$ cat src/nih_pkg.sv
// Package: shared types and constants of the name interning hash table.
package nih_pkg;

  localparam logic [31:0] FNV_BASIS = 32'd2166136261;
  localparam logic [31:0] FNV_PRIME = 32'd16777619;

  localparam logic [1:0] ST_FOUND    = 2'd0;
  localparam logic [1:0] ST_INSERTED = 2'd1;
  localparam logic [1:0] ST_FULL     = 2'd2;
  localparam logic [1:0] ST_TOOLONG  = 2'd3;

  localparam logic [0:0] REG_ENTRY_LIMIT = 1'd0;
  localparam logic [7:0] LIMIT_RESET     = 8'd180;

  typedef enum logic [3:0] {
    S_IDLE,
    S_MUL,
    S_PROBE_RD,
    S_PROBE_CHK,
    S_CMP_RD,
    S_CMP_CHK,
    S_COPY,
    S_DONE
  } state_t;

endpackage

$ cat src/nih_fnv_mul.sv
// FNV prime multiplier: the running hash times the prime, split into two registered partial products.
module nih_fnv_mul
  import nih_pkg::*;
(
  input  logic        clk,
  input  logic        go,
  input  logic [31:0] a,
  output logic [31:0] p
);

  logic [31:0] lo_r;
  logic [15:0] hi_r;

  always_ff @(posedge clk) begin
    if (go) begin
      lo_r <= a * {16'd0, FNV_PRIME[15:0]};
      hi_r <= a[15:0] * FNV_PRIME[31:16];
    end
  end

  assign p = lo_r + {hi_r, 16'd0};

endmodule

$ cat config.mk
export PLATFORM = sky130hd
export DESIGN_NAME = nih_fnv_mul
export DESIGN_NICKNAME = d
export VERILOG_FILES = /design/src/nih_pkg.sv /design/src/nih_fnv_mul.sv
export SDC_FILE = /design/constraint.sdc
export NUM_CORES = 1
export LEC_CHECK = 0
export BUFFER_PORTS_ARGS = -buffer_cell sky130_fd_sc_hd__buf_2
export CAP_MARGIN = 0
export CORE_AREA = 2 2 99 111
export DETAILED_ROUTE_END_ITERATION = 12
export DIE_AREA = 0 0 101 113
export MAX_ROUTING_LAYER = met4
export PLACE_DENSITY = 0.8
export SYNTH_ARGS = -nofsm -noshare
export SYNTH_HDL_FRONTEND = slang
export SYNTH_SLANG_ARGS = --single-unit
$ cat constraint.sdc
create_clock -name clk -period 5.65 [get_ports clk]
set_input_delay 1.13 -clock clk [delete_from_list [all_inputs] [get_ports clk]]
set_output_delay 1.13 -clock clk [all_outputs]
set_load 0.03 [all_outputs]
== After elaboration in Yosys (flattened, before gate mapping) ==
Cells that the tools add are included.
W data, S select, Z words.

* $add $sub $neg: 1
* Multipliers: 1

{| class="wikitable"
|+ Operator list
! kind !! number
|-
| $add A32 B32 Y32 || 1
|-
| $mul A32 B9 Y32 const B || 1
|}

* Input port bits: 34
* Output and inout bits: 32
* Register bits after elaboration: 40

== Longest topological paths before layout ==
* Word-level depth: 1
* Mapped depth: 16
* Depth with buffers taken out: 15

== Least setup slack after synthesis ==
Ideal clock, no wire load.

* Path type: input to register
* Start point: input a[9]
* End point: register lo_r[30], data pin
* Arrival time: 4502 ps
* Data required time: 5390 ps
* Library setup time: 260 ps
* Stages: 13
* Setup slack: 888 ps
* Path buffers: 0
* Cells stage by stage: ha_1 inv_1 fa_1 fa_1 fa_1 inv_1 ha_1 a21o_1 o21bai_1 a221o_1 a31oi_2 and4_1 nor3_2

* Cells in the longest elaborated chain, start to end: 1

{| class="wikitable"
|+ Ends and longest elaborated chain
! item !! RTL line !! source
|-
| from (decl) || nih_fnv_mul.sv:7 || <nowiki>input logic [31:0] a,</nowiki>
|-
| $mul A32 B9 Y32 || nih_fnv_mul.sv:16 || <nowiki>lo_r <= a * {16'd0, FNV_PRIME[15:0]};</nowiki>
|-
| to (signal assigned) || nih_fnv_mul.sv:16 ||
|-
| to (decl) || nih_fnv_mul.sv:11 || <nowiki>logic [31:0] lo_r;</nowiki>
|}

Every way passes these cells.
A chain may end at the register's enable or synchronous reset.

== Final worst setup path ==
* Start point: input a[5]
* End point: register lo_r[26], data pin

The elaborated chain is that of the path after synthesis.

==> metrics.txt <==
Total Routed Length=12000 um; die area=~11000 sq um; ANT nets after route=0; sequential group share of total power=~16%; Vias/cell=5.39; CTS root buffer=clkbuf_16; leakage power=about 0.0034 uW; CP Data Arrival Time=5030 ps; crit-path cells=buf_2 -> ha_1 -> fa_1 -> inv_1 -> fa_1 -> fa_1 -> inv_1 -> ha_1 -> a21oi_1 -> nor3b_1 -> a22oi_2 -> a31oi_2 -> o21ai_1 -> xor2_1; die height=113 um; Post-DP Area=6340 sq um; outcome=finished, final reports clean; CP Class=input pin to flip-flop; maximum VDD drop=0.000234 V; Max stage delay cell, worst path=fa_1; Sink Count=39; CP most frequent cell=fa_1; Pins Over Slew Limit=0; Final WS setup=638 ps; post-route cell area=6500 sq um; IO Port Bufs=65; Area Growth Syn to Fin=7.20%; Worst-Margin Slew=867 ps; Core ar.=10200 sq um; switch share=51.0%; Yosys top cell area share=~24%; # rows=39; largest net degree at the start of global routing=40; routability cong.=between 0.9 and 1; CTS Buffer Depth=2; First-pass DRT Iterations=4; top cells by area, synth=fa_1 24%, ha_1 21%, edfxtp_1 19%; CP Launch Type=input pin; cells after synthesis=609; Place WS=377 ps; postcts setup bufs=0; vias in the first global route=4500; async set-reset flop share out of synthesis=0%; Seq/Total Area, Yosys=19.3%; Overflow after GRT=0; critical path data required time=5660 ps; Via Count=4171; Wirelength per Cell=15.5 um; #FFs+latches synth=39; Final period util=roughly nine tenths; DRT met1 WL=between 5000 and 6000 um; max_cap viols=0; Post-synth top flop=edfxtp_1; initial antenna violation count=0; H-tree Lvls=2; met2 wire length=6040 um; layout cells sized above 1=13.5%; Cell variety after synth=58; first-pass GRT wire length=20600 um; worst hold-check path type=input pin to flip-flop; Top Metal Used=met4; clock slew at reported path FFs=around 60 ps; switching pwr=around 1900 uW; GRT Total Usage=roughly a quarter; number of remaining DRC errors=0; RSZ-0062 raised after global routing=false; FMAX=0.200 GHz; Hold Buf Count CTS=0; Comb power frac=76.0%; Num CTS Buffers=5; Yosys warning count=0; synthesized area per cell=9.96 sq um; Final setup viols=0; final hold vios=0; number of synthesized flops with an enable pin=39; CP peak stage delay=between 500 and 600 ps; diode count=0; setup TNS=0 ps; CTS tree=done; Synth Cell Area=between 6000 and 7000 sq um; clock power share=8.5%; Max-slew headroom=a little over two fifths; most frequent cells in the layout=168 x inv_1, 101 x ha_1, 73 x fa_1; Die X=roughly 100 um; Synth area leader=fa_1; HPWL after DPL=10600 um; power per cell area=roughly 570 nW/um^2; Initial Utilization=59.2%; Nets=858; fill cell count=838; crit path max fanout=7; Final min period=~5000 ps; internal power=1820 uW; metal3 WL=about 400 um; syn_nets=817; IO Count=between 60 and 70; PostCTS Resize Cnt=0; drt first-iter violations=212; commonest non-fill, non-tap cell in the layout=inv_1; crit end category=flip-flop
## critical path, delay by kind of cell
kind	cells	cell delay, ps
xor gates and xnor gates	1	170
adders and majority gates	5	2330
buffers and inverters	3	250
and+or+nand+nor	1	270
AOI/OAI and AO/OA	4	870
## power groups by stage
stage                     combinational, uW  sequential (uW)  clock [uW]
after CTS                              2800              578         318
after global routing                   3120              587         329
after floorplan                        2230              573           0
after global placement                 2720              580           0
final                                  2820              575         315
after detailed placement               2780              583           0
## stage by stage
stage	util, %	std cells	power [uW]	hold WS [ps]
after detailed placement	61.9	766	3370	1370
after global routing	63.5	774	4040	1070
final	63.5	774	3710	1080
after global placement	61.9	766	3300	1370
after floorplan	-	609	2810	1230
after CTS	63.5	774	3700	1070
## layer usage
metal  vias up  track usage [%]
li1       2025                -
met3        26             2.10
met4         0             9.73
met1      2003             28.0
met2       117             41.3
met5         -                -
## cell usage after synthesis, types with 2 or more instances
cell type	number
nor3_1	3
nand2_1	18
a21boi_0	2
and3_1	2
nor2_1	13
a22oi_1	2
nand4_1	7
buf_4	24
xor2_1	12
o21a_1	2
nand3_1	5
inv_1	168
buf_2	2
nor3_2	2
xnor2_1	26
edfxtp_1	39
ha_1	101
o211ai_1	5
o21bai_1	3
mux2i_1	2
a21o_1	15
o21ai_0	11
clkbuf_1	5
nor3b_1	2
o21ai_1	3
a31oi_1	2
a21oi_1	30
fa_1	73
## kinds of logic (layout without fill, tap and decap cells)
group / count (synthesis) / in the layout / share of synthesized area, %
buf+inv: 200 / 242 / 13.9
mux: 2 / 2 / 0.330
flops: 39 / 39 / 19.3
fa+ha+maj: 174 / 174 / 44.9
simple gates: 64 / 64 / 5.75
compound gates: 92 / 92 / 10.3
xor+xnor: 38 / 38 / 5.48
## layout make-up
cell class / count / area [sq um] / share of cell area (%)
clock buffers: 5 / 125 / 1.92
clock inverters: 3 / 38.8 / 0.596
inverters: 168 / 631 / 9.69
multi-input cells: 370 / 4050 / 62.3
flip-flops and latches: 39 / 1170 / 18.0
well taps: 123 / 154 / 2.37
repair buffers: 66 / 333 / 5.12
## worst paths after layout
path / start / cells past startpoint / end / slack [ps]
max: a[5] / 14 / lo_r[26] / 640
min: a[4] / 1 / hi_r[12] / 1080
## registers in the layout (all words and copies together), names as in the netlist
signal and flops:
lo_r 32, hi_r 7
No activity file was read; power rests on OpenSTA's default activity.
